==> src/hw/rtl/wav_pcm_to_mono8_parser_defines.svh <==
// Assertion macros shared by the WAVE parser RTL.
`ifndef WAV_PCM_TO_MONO8_PARSER_DEFINES_SVH
`define WAV_PCM_TO_MONO8_PARSER_DEFINES_SVH
`ifndef SYNTH
`define WAVP_ASSERT(lbl, clk, rst, prop, msg) \
   lbl: assert property (@(posedge clk) disable iff (rst) prop) else $error(msg);
`define WAVP_ASSERT_ALWAYS(lbl, clk, prop, msg) \
   lbl: assert property (@(posedge clk) prop) else $error(msg);
`else
`define WAVP_ASSERT(lbl, clk, rst, prop, msg)
`define WAVP_ASSERT_ALWAYS(lbl, clk, prop, msg)
`endif
`endif

==> src/hw/rtl/wavp_pkg.sv <==
// Types, codes and helpers shared by the WAVE parser modules.
package wavp_pkg;

   localparam logic [31:0] RIFF_PREAMBLE_LEN  = 32'd12;
   localparam logic [31:0] CHUNK_PREAMBLE_LEN = 32'd8;
   localparam logic [31:0] FMT_MIN_LEN        = 32'd16;
   localparam logic [15:0] PCM                = 16'd1;

   localparam logic [31:0] TAG_RIFF = 32'h4646_4952;
   localparam logic [31:0] TAG_WAVE = 32'h4556_4157;
   localparam logic [31:0] TAG_FMT  = 32'h2074_6D66;
   localparam logic [31:0] TAG_DATA = 32'h6174_6164;

   localparam logic [2:0] PH_HEADER = 3'd0;
   localparam logic [2:0] PH_CHUNK  = 3'd1;
   localparam logic [2:0] PH_BODY   = 3'd2;
   localparam logic [2:0] PH_PAD    = 3'd3;
   localparam logic [2:0] PH_HALT   = 3'd4;

   localparam logic [1:0] KIND_OTHER = 2'd0;
   localparam logic [1:0] KIND_FMT   = 2'd1;
   localparam logic [1:0] KIND_SKIP  = 2'd2;
   localparam logic [1:0] KIND_CONV  = 2'd3;

   localparam logic [2:0] STATUS_OK          = 3'd0;
   localparam logic [2:0] STATUS_NOT_WAVE    = 3'd1;
   localparam logic [2:0] STATUS_SHORT_FMT   = 3'd2;
   localparam logic [2:0] STATUS_MISSING     = 3'd3;
   localparam logic [2:0] STATUS_UNSUPPORTED = 3'd4;

   localparam int RSP_DATA_WIDTH = 48;

   typedef struct packed {
      logic [7:0] file_byte;
      logic       end_of_file;
   } wavp_word_type;

   typedef struct packed {
      logic        sample_valid;
      logic [7:0]  mono_sample;
      logic        done_res;
      logic [2:0]  status;
      logic [31:0] sample_rate;
   } wavp_result_type;

   function automatic logic wavp_format_ok(input logic seen, input logic [15:0] tag,
                                           input logic [15:0] chan, input logic [15:0] bits,
                                           input logic [31:0] rate);
      logic ok;
      ok = seen && (tag == PCM) && (chan inside {16'd1, 16'd2}) &&
           (bits inside {16'd8, 16'd16}) && (rate != 32'd0);
      return ok;
   endfunction

endpackage

==> src/hw/rtl/wavp_in_reg.sv <==
// Input register that holds one file byte word until the parser takes it.
module wavp_in_reg (
   input  logic                   clock,
   input  logic                   reset,
   input  logic                   in_valid,
   output logic                   in_ready,
   input  wavp_pkg::wavp_word_type in_word,
   output logic                   word_valid,
   output wavp_pkg::wavp_word_type word,
   input  logic                   take
);
   import wavp_pkg::*;

   logic          valid_ff;
   logic          valid_in;
   wavp_word_type word_ff;

   assign in_ready   = !valid_ff || take;
   assign word_valid = valid_ff;
   assign word       = word_ff;

   always_comb begin
      valid_in = valid_ff;
      if (in_valid && in_ready) begin
         valid_in = 1'b1;
      end else if (take) begin
         valid_in = 1'b0;
      end
   end

   always_ff @(posedge clock) begin
      if (reset) begin
         valid_ff <= 1'b0;
      end else begin
         valid_ff <= valid_in;
      end
   end

   always_ff @(posedge clock) begin
      if (in_valid && in_ready) begin
         word_ff <= in_word;
      end
   end

endmodule

==> src/hw/rtl/wavp_core.sv <==
// Parser state and the per-byte chunk walk, format latch and downmix.
`include "wav_pcm_to_mono8_parser_defines.svh"
module wavp_core (
   input  logic                     clock,
   input  logic                     reset,
   input  logic                     word_valid,
   input  wavp_pkg::wavp_word_type  word,
   output logic                     take,
   input  logic                     out_space,
   output logic                     has_result,
   output wavp_pkg::wavp_result_type result
);
   import wavp_pkg::*;

   logic [2:0]         phase_ff, phase_in;
   logic [31:0]        count_ff, count_in;
   logic [31:0]        tag_ff, tag_in;
   logic [31:0]        length_ff, length_in;
   logic [15:0]        fmt_tag_ff, fmt_tag_in;
   logic [15:0]        fmt_chan_ff, fmt_chan_in;
   logic [31:0]        fmt_rate_ff, fmt_rate_in;
   logic [15:0]        fmt_bits_ff, fmt_bits_in;
   logic               fmt_seen_ff, fmt_seen_in;
   logic               data_seen_ff, data_seen_in;
   logic [7:0]         low_hold_ff, low_hold_in;
   logic signed [17:0] sum_ff, sum_in;
   logic [1:0]         frame_idx_ff, frame_idx_in;
   logic [2:0]         error_ff, error_in;
   logic [1:0]         kind_ff, kind_in;

   logic               emit;
   logic signed [17:0] addend;
   logic signed [17:0] quot;
   logic [1:0]         idx_next;
   logic [1:0]         frame_bytes;
   logic [31:0]        count_next;
   logic [2:0]         status_code;
   logic               clear;

   always_comb begin
      phase_in     = phase_ff;
      count_in     = count_ff;
      tag_in       = {word.file_byte, tag_ff[31:8]};
      length_in    = length_ff;
      fmt_tag_in   = fmt_tag_ff;
      fmt_chan_in  = fmt_chan_ff;
      fmt_rate_in  = fmt_rate_ff;
      fmt_bits_in  = fmt_bits_ff;
      fmt_seen_in  = fmt_seen_ff;
      data_seen_in = data_seen_ff;
      low_hold_in  = low_hold_ff;
      sum_in       = sum_ff;
      frame_idx_in = frame_idx_ff;
      error_in     = error_ff;
      kind_in      = kind_ff;
      emit         = 1'b0;
      addend       = '0;
      quot         = '0;
      idx_next     = frame_idx_ff + 2'd1;
      frame_bytes  = '0;
      count_next   = count_ff + 32'd1;

      case (phase_ff)
         PH_HEADER: begin
            if ((count_ff == 32'd3 && tag_in != TAG_RIFF) ||
                (count_ff == 32'd11 && tag_in != TAG_WAVE)) begin
               error_in = STATUS_NOT_WAVE;
               phase_in = PH_HALT;
            end else if (count_ff == RIFF_PREAMBLE_LEN - 32'd1) begin
               phase_in = PH_CHUNK;
               count_in = '0;
            end else begin
               count_in = count_next;
            end
         end
         PH_CHUNK: begin
            if (count_ff == 32'd3) begin
               if (tag_in == TAG_FMT) begin
                  kind_in = KIND_FMT;
               end else if (tag_in == TAG_DATA) begin
                  kind_in = wavp_format_ok(fmt_seen_ff, fmt_tag_ff, fmt_chan_ff,
                                           fmt_bits_ff, fmt_rate_ff) ? KIND_CONV : KIND_SKIP;
               end else begin
                  kind_in = KIND_OTHER;
               end
            end
            if (count_ff < CHUNK_PREAMBLE_LEN - 32'd1) begin
               count_in = count_next;
            end else begin
               length_in    = tag_in;
               count_in     = '0;
               sum_in       = '0;
               frame_idx_in = '0;
               if (kind_in == KIND_SKIP || kind_in == KIND_CONV) begin
                  data_seen_in = 1'b1;
               end
               if (kind_in == KIND_FMT && tag_in < FMT_MIN_LEN) begin
                  error_in = STATUS_SHORT_FMT;
                  phase_in = PH_HALT;
               end else begin
                  phase_in = (tag_in == 32'd0) ? PH_CHUNK : PH_BODY;
               end
            end
         end
         PH_BODY: begin
            if (kind_ff == KIND_FMT) begin
               if (count_ff == 32'd1) begin
                  fmt_tag_in = tag_in[31:16];
               end else if (count_ff == 32'd3) begin
                  fmt_chan_in = tag_in[31:16];
               end else if (count_ff == 32'd7) begin
                  fmt_rate_in = tag_in;
               end else if (count_ff == 32'd15) begin
                  fmt_bits_in = tag_in[31:16];
                  fmt_seen_in = 1'b1;
               end
            end else if (kind_ff == KIND_CONV) begin
               if (fmt_bits_ff == 16'd8) begin
                  // Flipping the top bit recenters an unsigned byte around zero.
                  addend      = 18'(signed'({~word.file_byte[7], word.file_byte[6:0], 8'h00}));
                  sum_in      = sum_ff + addend;
                  frame_bytes = fmt_chan_ff[1:0];
               end else begin
                  if (!frame_idx_ff[0]) begin
                     low_hold_in = word.file_byte;
                  end else begin
                     addend = 18'(signed'({word.file_byte, low_hold_ff}));
                     sum_in = sum_ff + addend;
                  end
                  frame_bytes = {fmt_chan_ff[0], 1'b0};
               end
               if (idx_next == frame_bytes) begin
                  // Halving truncates toward zero, then the shift by eight floors.
                  if (fmt_chan_ff == 16'd2) begin
                     quot = (sum_in + $signed({17'd0, sum_in[17]})) >>> 1;
                  end else begin
                     quot = sum_in;
                  end
                  emit         = 1'b1;
                  sum_in       = '0;
                  frame_idx_in = '0;
               end else begin
                  frame_idx_in = idx_next;
               end
            end
            if (count_next == length_ff) begin
               phase_in = length_ff[0] ? PH_PAD : PH_CHUNK;
               count_in = '0;
            end else begin
               count_in = count_next;
            end
         end
         PH_PAD: begin
            phase_in = PH_CHUNK;
            count_in = '0;
         end
         default: begin
         end
      endcase

      if (error_in != STATUS_OK) begin
         status_code = error_in;
      end else if (phase_in == PH_HEADER) begin
         status_code = STATUS_NOT_WAVE;
      end else if (phase_in == PH_BODY && kind_in == KIND_FMT && count_in < FMT_MIN_LEN) begin
         status_code = STATUS_SHORT_FMT;
      end else if (!fmt_seen_in || !data_seen_in) begin
         status_code = STATUS_MISSING;
      end else if (!wavp_format_ok(fmt_seen_in, fmt_tag_in, fmt_chan_in, fmt_bits_in,
                                   fmt_rate_in)) begin
         status_code = STATUS_UNSUPPORTED;
      end else begin
         status_code = STATUS_OK;
      end
   end

   always_comb begin
      result.sample_valid = emit;
      result.mono_sample  = emit ? quot[15:8] : 8'h00;
      result.done_res     = word.end_of_file;
      result.status       = word.end_of_file ? status_code : STATUS_OK;
      result.sample_rate  = (word.end_of_file && status_code == STATUS_OK) ? fmt_rate_in
                                                                           : 32'd0;
   end

   assign has_result = emit || word.end_of_file;
   assign take       = word_valid && (!has_result || out_space);
   assign clear      = reset || (take && word.end_of_file);

   always_ff @(posedge clock) begin
      if (clear) begin
         phase_ff     <= PH_HEADER;
         count_ff     <= '0;
         tag_ff       <= '0;
         length_ff    <= '0;
         fmt_tag_ff   <= '0;
         fmt_chan_ff  <= '0;
         fmt_rate_ff  <= '0;
         fmt_bits_ff  <= '0;
         fmt_seen_ff  <= 1'b0;
         data_seen_ff <= 1'b0;
         low_hold_ff  <= '0;
         sum_ff       <= '0;
         frame_idx_ff <= '0;
         error_ff     <= STATUS_OK;
         kind_ff      <= KIND_OTHER;
      end else if (take) begin
         phase_ff     <= phase_in;
         count_ff     <= count_in;
         tag_ff       <= tag_in;
         length_ff    <= length_in;
         fmt_tag_ff   <= fmt_tag_in;
         fmt_chan_ff  <= fmt_chan_in;
         fmt_rate_ff  <= fmt_rate_in;
         fmt_bits_ff  <= fmt_bits_in;
         fmt_seen_ff  <= fmt_seen_in;
         data_seen_ff <= data_seen_in;
         low_hold_ff  <= low_hold_in;
         sum_ff       <= sum_in;
         frame_idx_ff <= frame_idx_in;
         error_ff     <= error_in;
         kind_ff      <= kind_in;
      end
   end

   `WAVP_ASSERT(a_sample_only_in_data, clock, reset,
      result.sample_valid |-> (phase_ff == PH_BODY && kind_ff == KIND_CONV),
      "sample outside a converted data chunk")
   `WAVP_ASSERT(a_status_with_done, clock, reset,
      (result.status != STATUS_OK) |-> result.done_res,
      "status set on a word that is not the final one")
   `WAVP_ASSERT(a_restart_after_eof, clock, reset,
      (take && word.end_of_file) |=>
         (phase_ff == PH_HEADER && count_ff == 32'd0 && !fmt_seen_ff && !data_seen_ff),
      "parser did not restart after the final byte")
   `WAVP_ASSERT(a_conv_channels, clock, reset,
      (phase_ff == PH_BODY && kind_ff == KIND_CONV) |->
         (fmt_chan_ff == 16'd1 || fmt_chan_ff == 16'd2),
      "converting with an unsupported channel count")

endmodule

==> src/hw/rtl/wavp_out_reg.sv <==
// Result register that holds one result word until the consumer takes it.
module wavp_out_reg (
   input  logic                      clock,
   input  logic                      reset,
   input  logic                      load,
   input  wavp_pkg::wavp_result_type result,
   output logic                      out_space,
   output logic                      out_valid,
   input  logic                      out_ready,
   output wavp_pkg::wavp_result_type out_result
);
   import wavp_pkg::*;

   logic            valid_ff;
   logic            valid_in;
   wavp_result_type result_ff;

   assign out_space  = !valid_ff || out_ready;
   assign out_valid  = valid_ff;
   assign out_result = result_ff;

   always_comb begin
      valid_in = valid_ff;
      if (load) begin
         valid_in = 1'b1;
      end else if (out_ready) begin
         valid_in = 1'b0;
      end
   end

   always_ff @(posedge clock) begin
      if (reset) begin
         valid_ff <= 1'b0;
      end else begin
         valid_ff <= valid_in;
      end
   end

   always_ff @(posedge clock) begin
      if (load) begin
         result_ff <= result;
      end
   end

endmodule

==> src/hw/rtl/wav_pcm_to_mono8_parser.sv <==
// Top level of the streaming WAVE parser with downmix to signed 8-bit mono.
//
//   channel   direction   fields
//   req       in          tdata: file_byte; tlast: end_of_file
//   rsp       out         tdata: mono_sample, status, sample_rate; tlast: done_res;
//                         tuser: sample_valid
//
// One byte word is taken per cycle; its result, if any, is offered on rsp once the word has
// passed the input register, then the parse and downmix logic into the result register.
// Bytes that produce no result keep flowing even while a result word waits.
// A stalled result holds back the next byte that produces a result and every byte behind it.
// Reset clears the parser to the start of a file; after the final byte the parser returns
// to that state on its own.
module wav_pcm_to_mono8_parser (
   input  logic                               clock,
   input  logic                               reset,
   input  logic                               req_tvalid,
   output logic                               req_tready,
   input  logic [7:0]                         req_tdata,   // [7:0] file_byte
   input  logic                               req_tlast,   // end_of_file
   output logic                               rsp_tvalid,
   input  logic                               rsp_tready,
   // [7:0] mono_sample, [10:8] status, [42:11] sample_rate, [47:43] zero
   output logic [wavp_pkg::RSP_DATA_WIDTH-1:0] rsp_tdata,
   output logic                               rsp_tlast,   // done_res
   output logic                               rsp_tuser    // sample_valid
);
   import wavp_pkg::*;

   wavp_word_type   in_word;
   wavp_word_type   word;
   logic            word_valid;
   logic            take;
   logic            out_space;
   logic            has_result;
   wavp_result_type result;
   wavp_result_type out_result;

   assign in_word.file_byte   = req_tdata;
   assign in_word.end_of_file = req_tlast;

   wavp_in_reg u_in_reg (
      .clock      (clock),
      .reset      (reset),
      .in_valid   (req_tvalid),
      .in_ready   (req_tready),
      .in_word    (in_word),
      .word_valid (word_valid),
      .word       (word),
      .take       (take)
   );

   wavp_core u_core (
      .clock      (clock),
      .reset      (reset),
      .word_valid (word_valid),
      .word       (word),
      .take       (take),
      .out_space  (out_space),
      .has_result (has_result),
      .result     (result)
   );

   wavp_out_reg u_out_reg (
      .clock      (clock),
      .reset      (reset),
      .load       (take && has_result),
      .result     (result),
      .out_space  (out_space),
      .out_valid  (rsp_tvalid),
      .out_ready  (rsp_tready),
      .out_result (out_result)
   );

   assign rsp_tdata = {5'b00000, out_result.sample_rate, out_result.status,
                       out_result.mono_sample};
   assign rsp_tlast = out_result.done_res;
   assign rsp_tuser = out_result.sample_valid;

endmodule

==> config.mk <==
export PLATFORM = sky130hd
export DESIGN_NAME = wav_pcm_to_mono8_parser
export DESIGN_NICKNAME = d
export VERILOG_FILES = /design/src/hw/rtl/wavp_pkg.sv /design/src/hw/rtl/wavp_in_reg.sv /design/src/hw/rtl/wavp_core.sv /design/src/hw/rtl/wavp_out_reg.sv /design/src/hw/rtl/wav_pcm_to_mono8_parser.sv
export VERILOG_INCLUDE_DIRS = /design/src /design/src/hw/rtl
export SDC_FILE = /design/constraint.sdc
export NUM_CORES = 1
export LEC_CHECK = 0
export BUFFER_PORTS_ARGS = -buffer_cell sky130_fd_sc_hd__buf_2
export CAP_MARGIN = 20
export CORE_MARGIN = 2
export CORE_UTILIZATION = 62
export CTS_CLUSTER_DIAMETER = 150
export CTS_CLUSTER_SIZE = 24
export DETAILED_ROUTE_END_ITERATION = 8
export PLACE_DENSITY_LB_ADDON = 0.15
export SLEW_MARGIN = 20
export SYNTH_ARGS = -nofsm -noshare
export SYNTH_HDL_FRONTEND = slang
export SYNTH_SLANG_ARGS = --single-unit
==> constraint.sdc <==
create_clock -name clock -period 6.6 [get_ports clock]
set_clock_uncertainty 0.2 [all_clocks]
set_input_delay 1.32 -clock clock [delete_from_list [all_inputs] [get_ports clock]]
set_output_delay 1.32 -clock clock [all_outputs]
set_load 0.01 [all_outputs]
# --- After elaboration in Yosys (flattened, before gate mapping) ---
# Index checks and enable logic that the tools add are counted.
word_totals:
  inputBits: 13
  word_cells: 207
  reg_bits: 270
classes:
  add_sub_neg: 5
  mux: 83
  eq_ne: 34
  n_lt_le_gt_ge: 3
  n_bitwise: 9
  reduce_logical: 49
ops:
  columns: ["op", "count"]
  rows:
  - ["$mux W32", 9]
  - ["$mux W16", 14]
  - ["$mux W18", 9]
  - ["$pmux W32 S4", 1]
  - ["$eq A16 B1 Y1 const B", 4]
  - ["$eq A32 B4 Y1 const B", 2]
  - ["$lt A32 B5 Y1 const B", 2]
  - ["$ne A32 B31 Y1 const B", 2]
  - ["$reduce_bool A32 Y1", 2]
  - ["$mux W3", 13]
  - ["$add A18 B16 Y18", 2]
  - ["$pmux W18 S2", 1]
  - ["$add A32 B1 Y32 const B", 1]
  - ["$eq A16 B2 Y1 const B", 2]
  - ["$eq A16 B4 Y1 const B", 2]
  - ["$eq A16 B5 Y1 const B", 2]
  - ["$eq A32 B1 Y1 const B", 1]
  - ["$eq A32 B2 Y1 const B", 1]
  - ["$eq A32 B3 Y1 const B", 1]
  - ["$eq A32 B30 Y1 const B", 1]
  - ["$eq A32 B31 Y1 const B", 1]
  - ["$eq A32 B32 Y1", 1]
  - ["$logic_not A32 Y1", 1]
  - ["$lt A32 B3 Y1 const B", 1]
  - ["25 further kinds", 107]

# --- Depth between registers and ports, before layout ---
# Gate-level depths: netlist of run 1.
depth:
  word_depth: 23
  mapped_depth: 18

# --- Hierarchy ---
# From an unflattened synthesis of run 1, not the netlist that was laid out.
hier_totals:
  hier_cells: 1945
  hier_area_um2: 15274.6
by_module_without_submodules:
  columns: ["module", "instances", "area_each_um2", "seq_area_each_um2", "cells_each"]
  rows:
  - ["wavp_core", 1, 13504.2, 4124.0, 1875]
  - ["wavp_out_reg", 1, 1397.6, 1371.3, 49]
  - ["wavp_in_reg", 1, 325.3, 290.3, 14]
  - ["wav_pcm_to_mono8_parser", 1, 47.5, 0.0, 7]

# --- Least setup slack after synthesis of run 1 ---
# No wires, ideal clock.
synth_timing:
  path_kind: "register -> register"
  from: "reg u_core.fmt_bits_ff[0]"
  to: "reg u_out_reg.result_ff, in the netlist u_out_reg.out_result[0], enable pin"
  setup_ns: 0.464
  path_stages_with_launch: 15
  arrival_time_ns: 4.755
  period_less_slack_ns: 5.419
  path_buffers: 3
  t_required_ns: 5.936
  setup_slack_ns: 1.181
  cell_sequence: "dfxtp_1 -> nor4_1 -> and4_1 -> nand3_1 -> xnor2_1 -> nand2_1 -> o21ai_0 -> nand2b_1 -> clkbuf_1 -> inv_1 -> o21ai_0 -> nand2_1 -> clkbuf_1 -> clkbuf_1 -> a21oi_1"
synth_rtl:
  columns: ["item", "line_no", "text"]
  rows:
  - ["start, declared", "wavp_core.sv:22", "logic [15:0] fmt_bits_ff, fmt_bits_in;"]
  - ["start signal, assigned", "wavp_core.sv:215", "fmt_bits_ff <= fmt_bits_in;"]
  - ["end signal, assigned", "wavp_out_reg.sv:41", "result_ff <= result;"]
  - ["end, declared", "wavp_out_reg.sv:16", "wavp_result_type result_ff;"]

# --- Worst setup path after layout of run 1 ---
layout_timing:
  from: "reg u_core.count_ff[3]"
  to: "reg u_out_reg.result_ff, in the netlist u_out_reg.out_result[0], data pin"
layout_via:
  elab_chain_len: 18
  word_cells_on_any_way: 90
  classes_between: "1 x add/sub; 2 x order compare; 16 x eq/ne; 50 x mux; 21 x reduce/logical"
layout_lines:
  columns: ["item", "line_no", "text"]
  rows:
  - ["start, declared", "wavp_core.sv:16", "logic [31:0] count_ff, count_in;"]
  - ["start signal, assigned", "wavp_core.sv:209", "count_ff <= count_in;"]
  - ["branches (longest 18 deep; another with $add A32 B1 Y32)", null, null]
# Several ways; the timed one is not identified. The select of a mux whose other input is x is not followed.
# A chain may end at the register's enable or synchronous reset.

==> metrics, run 1 <==
sequential share of power 0.592; Yosys reg bits 262; starting density of the core 0.628; share of layout cells above drive strength 1 0.0935; Routed WL per cell 20.4 um; Hold Path Depth 2; Die W 158 um; Synth area leader dfxtp_1; setup_tns 0 ps; CP required 6640 ps; Final period util 0.890; Max Slew Vio Count 0; cell area after layout 15500 um^2; placed wire-length estimate 31.7 mm; share of flip-flops with an asynchronous set or reset 0; fmax 0.170 GHz; Clk pin slew, worst setup/hold paths 120 ps; H-tree depth 1; # DRC 0; syn avg cell area 7.76 um^2; Rows 56; Net Sw Frac 0.245; gr ovfl total 0; core area 23400 um^2; Final min period 5880 ps; # Post-CTS Setup Buffers 0; n_diodes 0; Post-synth EDFFs 54; PD cells 182 nW/um^2; Antenna Nets Post-Route 0; Die Y 158 um; Main synth FF type dfxtp_1; Lkg Pwr 0.00545 uW; vias per cell 6.43; VDD IR-drop max 0.174 mV; DP Area 15100 um^2; Netlist cell types 89; Comb pwr share 0.067; Clk Latency, worst-skew pair 510 ps; # IOs 65; Slew @ Worst Pin 1220 ps; Cells after Synth 1895; TritonCTS clock tree done; R2R depth 14; Sink Count 262; die area 25000 um^2; total CTS buffers 14; WS Path Type reg -> reg; Root Driver clkbuf_16; Buffers on Ports 59; status completed; routed via count 14000; most common library cell in the layout ignoring fill and taps nand2_1; top-area cell type share of the netlist area 0.283; hold buffers post-CTS 0; RSZ-0062 raised after global routing no; drt pass-1 iters 6; Synth-to-Final Area Change 5.30%; fin nets 1891; Setup crit start kind register; sw power 693 uW; largest cells by area after synthesis dfxtp_1 28%, edfxtp_1 11%, nand2_1 10%; CP endpoint kind register; Final setup viols 0; first-pass GRT wire length 69.2 mm; Initial DRC Count 1731; vias in the first global route 12600; Post-Route WL 44.4 mm; Setup WS post-layout 723 ps; Clock Power Share 0.341; Hold Path Class reg -> reg; CTS resizes 0; Final Hold Violating Endpoints 0; post-synthesis sequential area ratio 0.393; clk buf depth 3; largest net degree at the start of global routing 69; Max-Cap Viols 0; Syn. warnings 0; DP Worst Slack 961 ps; Total GRT Usage 0.353; RePlAce Congestion 1.01; Synth Cell Area 14700 um^2; antenna violations before repair 1; Max FO, Critical Path 32; Internal 2130 uW; endpoint arrival time on the critical path 5920 ps; most frequent cells in the layout 394 x nand2_1, 221 x a21oi_1, 208 x dfxtp_1, 168 x nor2_1, 65 x o21ai_0; Rel. slew slack 0.181
metrics by stage:
step / hold WS (ps) / std cells / util / power (uW)
floorplan: 210 / 1899 / - / 1830
global placement: 218 / 2158 / 0.643 / 1890
detailed placement: 226 / 2158 / 0.643 / 1890
CTS: 242 / 2180 / 0.661 / 2820
global route: 263 / 2180 / 0.662 / 2900
finish: 244 / 2180 / 0.662 / 2820
power groups by stage:
stage                     registers (uW)  logic (uW)  clock network, uW
after floorplan                     1690         140                  0
after global placement              1710         181                  0
after detailed placement            1710         183                  0
after CTS                           1670         184                969
after global routing                1670         203               1020
final                               1670         189                962
state kept, by name, indices dropped and copies added (netlist names), 3 cells and up:
signal and count:
u_core.tag_ff 24, u_core.sum_ff 18, u_core.fmt_tag_ff 16, u_core.error_ff 3, u_in_reg.word 9, u_core.fmt_chan_ff 16, u_core.count_ff 32, u_core.length_ff 32
u_core.phase_ff 3, u_core.low_hold_ff 8, u_out_reg.out_result 45, u_core.fmt_bits_ff 16, u_core.fmt_rate_ff 32
synthesized netlist by cell type, drive strengths merged, types with 17 or more instances:
cell type	n
a21oi	253
a22oi	20
and2	18
and3	17
buf	34
clkbuf	114
dfxtp	208
edfxtp	54
ha	21
inv	33
mux2i	32
nand2	395
nand3	38
nand4	35
nor2	170
nor3	46
nor4	49
o21ai	71
or3	18
xnor2	45
xor2	17
layer usage:
metal	vias to the layer above	GRT usage	part of all wire
met5	-	0	0.00029
met4	2	0.0940	0.027
met3	86	0.0662	0.096
met2	659	0.547	0.44
met1	6686	0.507	0.44
li1	6583	-	-
area by class of cell:
class	instances	area, um^2
Sequential cell	262	5790
Fill cell	2065	7920
Inverter	33	124
Multi-Input combinational cell	1456	8220
Clock buffer	22	412
Timing Repair Buffer	88	538
Tap cell	319	399
kinds of logic (layout without fill, tap and decap cells):
logic type,after synthesis,after routing,share of synthesized area
xor+xnor,62,62,0.0374
simple gates,869,869,0.277
mux,36,36,0.0248
other cells,1,5,0.000255
flops,262,262,0.393
compound gates,461,461,0.195
fa+ha+maj,23,23,0.0206
buf+inv,181,143,0.0515
worst paths after layout:
check	end	startpoint	slack (ps)
worst max-delay path	u_out_reg.out_result[0]	u_core.count_ff[3]	720
worst min-delay path	u_core.error_ff[2]	u_core.error_ff[2]	240
worst max register to register	u_out_reg.out_result[0]	u_core.count_ff[3]	720
worst min register to register	u_core.error_ff[2]	u_core.error_ff[2]	240
worst max-delay path: stages (launching register included):
cell and delay, ps:
dfxtp_1 770, and4_1 430, nand2_1 190, nor4_1 840
xnor2_1 260, nand4_1 150, nor4_1 520, nor4b_4 580
o21ai_2 230, a221o_1 420, a221oi_2 260, a31oi_1 180
o2111ai_4 230, buf_12 270, a21oi_1 60
Power figures use the tool's default switching activity.
==> run 2, diff against run 1 <==
--- a/config.mk
+++ b/config.mk
@@ -8,3 +8,3 @@
 export LEC_CHECK = 0
-export BUFFER_PORTS_ARGS = -buffer_cell sky130_fd_sc_hd__buf_2
+export BUFFER_PORTS_ARGS = -buffer_cell sky130_fd_sc_hd__buf_4
 export CAP_MARGIN = 20
--- a/constraint.sdc
+++ b/constraint.sdc
@@ -4,2 +4,2 @@
 set_output_delay 1.32 -clock clock [all_outputs]
-set_load 0.01 [all_outputs]
+set_load 0.05 [all_outputs]
==> metrics, run 2 (synthesis gave the netlist of run 1 again) <==
RSZ-0062 raised after global routing no; fmax 0.172 GHz (+1.2%); DP Worst Slack 944 ps (-16.6 ps); Max-Cap Viols 0 (unchanged); Worst path max stage delay 600 ps (-240 ps); largest net degree at the start of global routing 78 (+13%); Routed WL per cell 20.5 um (+0.54%); CP max stage cell or4_4; Final min period 5810 ps (-68.8 ps); Rel. slew slack 0.251 (+0.0705); Final Hold Violating Endpoints 0 (unchanged); H-tree depth 1 (unchanged); TritonCTS clock tree done; Die Y 158 um (unchanged); Max FO, Critical Path 32 (unchanged); RePlAce Congestion 0.968 (-3.7%); cell area after layout 15600 um^2 (+1.1%); setup_tns 0 ps (unchanged); CP dominant cell by count or4_4; Setup crit start kind register; endpoint arrival time on the critical path 5850 ps (-70 ps); Final setup viols 0 (unchanged); most frequent cells in the layout 395 x nand2_1, 222 x a21oi_1, 208 x dfxtp_1, 168 x nor2_1, 87 x buf_4; Synth-to-Final Area Change 6.43%; Post-Route WL 44.7 mm (+0.68%); status completed; CP required 6650 ps (about the same); drt pass-1 iters 8 (+2); Lkg Pwr 0.00548 uW (+0.61%); max reg flops 45 (unchanged); hold buffers post-CTS 0 (unchanged); Hold Path Class reg -> reg; first-pass GRT wire length 69.9 mm (+0.96%); # DRC 0 (unchanged); post-layout util 0.669 (+0.00711); fill cell count 2026 (-1.9%); share of layout cells above drive strength 1 0.0928 (-0.000687); Rows 56 (unchanged); Die W 158 um (unchanged); Antenna Nets Post-Route 0 (unchanged); gr ovfl total 0 (unchanged); CTS resizes 0 (unchanged); # IOs 65 (unchanged); vias in the first global route 12900 (+2.4%); Slew @ Worst Pin 1120 ps (-101 ps); Clk Latency, worst-skew pair 510 ps (about the same); die area 25000 um^2 (unchanged); vias per cell 6.44 (+0.13%); Power Total 2830 uW (+0.35%); PD cells 181 nW/um^2 (-0.72%); # Post-CTS Setup Buffers 0 (unchanged); Clk pin slew, worst setup/hold paths 90 ps (-30 ps); VDD IR-drop max 0.207 mV (+19%); WS Path Type reg -> reg; most common library cell in the layout ignoring fill and taps nand2_1; CP endpoint kind register; n_diodes 0 (unchanged); fin nets 1893 (+0.11%); clk buf depth 3 (unchanged); Max Slew Vio Count 0 (unchanged); Root Driver clkbuf_16; Initial DRC Count 1321 (-24%); routed via count 14100 (+0.26%); total CTS buffers 14 (unchanged); Total GRT Usage 0.355 (+0.00161); Critical Path, Cell by Cell ha_1 -> nand4_2 -> or4_4 -> or4_4 -> xnor2_2 -> mux2i_1 -> or4_4 -> nor4b_4 -> o21ai_2 -> a221o_1 -> a221oi_2 -> a31oi_1 -> o2111ai_4 -> buf_12 -> a21oi_1; antenna violations before repair 0 (-1); Final period util 0.880 (-0.0104); core area 23400 um^2 (unchanged); DP Area 15200 um^2 (+1.2%); Setup WS post-layout 792 ps (+68.8 ps); Sink Count 262 (unchanged); placed wire-length estimate 31.8 mm (+0.18%); starting density of the core 0.628 (unchanged); Buffers on Ports 59 (unchanged)
-- run 2: power breakdown --
part	total [uW]	internal [uW]	switching, uW
Sequential	1670	1640	30.6
Clock	959	437	522
Combinational	203	58.6	144
Total	2830	2140	697
-- run 2: area by class of cell --
type | instances | area, um^2 | share of cell area
Sequential cell | 262 | 5790 | 0.370
Multi-Input combinational cell | 1456 | 8210 | 0.525
Tap cell | 319 | 399 | 0.0255
Timing Repair Buffer | 90 | 713 | 0.0456
Inverter | 33 | 124 | 0.00792
Clock buffer | 23 | 415 | 0.0265
-- run 2: final timing paths --
path	cells past startpoint	slack [ps]	endpoint	from
setup reg to reg	15	790	u_out_reg.out_result[0]	u_core.count_ff[0]
setup / recovery	15	790	u_out_reg.out_result[0]	u_core.count_ff[0]
hold reg to reg	2	260	u_core.fmt_bits_ff[14]	u_core.fmt_bits_ff[14]
hold / removal	2	260	u_core.fmt_bits_ff[14]	u_core.fmt_bits_ff[14]
-- run 2: worst max-delay path, delay by kind of cell, from the launching register on --
family,cells,cell delay [ps]
compound gates,6,1400
xor+xnor,1,140
fa+ha+maj,1,410
buf+inv,1,270
flops,1,460
mux,1,90
simple gates,5,2580
-- run 2: metal layers --
metal  up-vias  routed length (um)  global-route usage
li1       6584                   -                   -
met1      6651               19400               0.507
met2       699               19700               0.551
met3       119                4190              0.0578
met4         0                1470               0.114
met5         -                   0                   0
-- run 2: stage by stage --
step	std cells	hold WS [ps]
4_1_cts	2183	246
6_report	2183	256
5_1_grt	2183	263
3_3_place_gp	2160	218
3_5_place_dp	2160	229
2_1_floorplan	1899	210
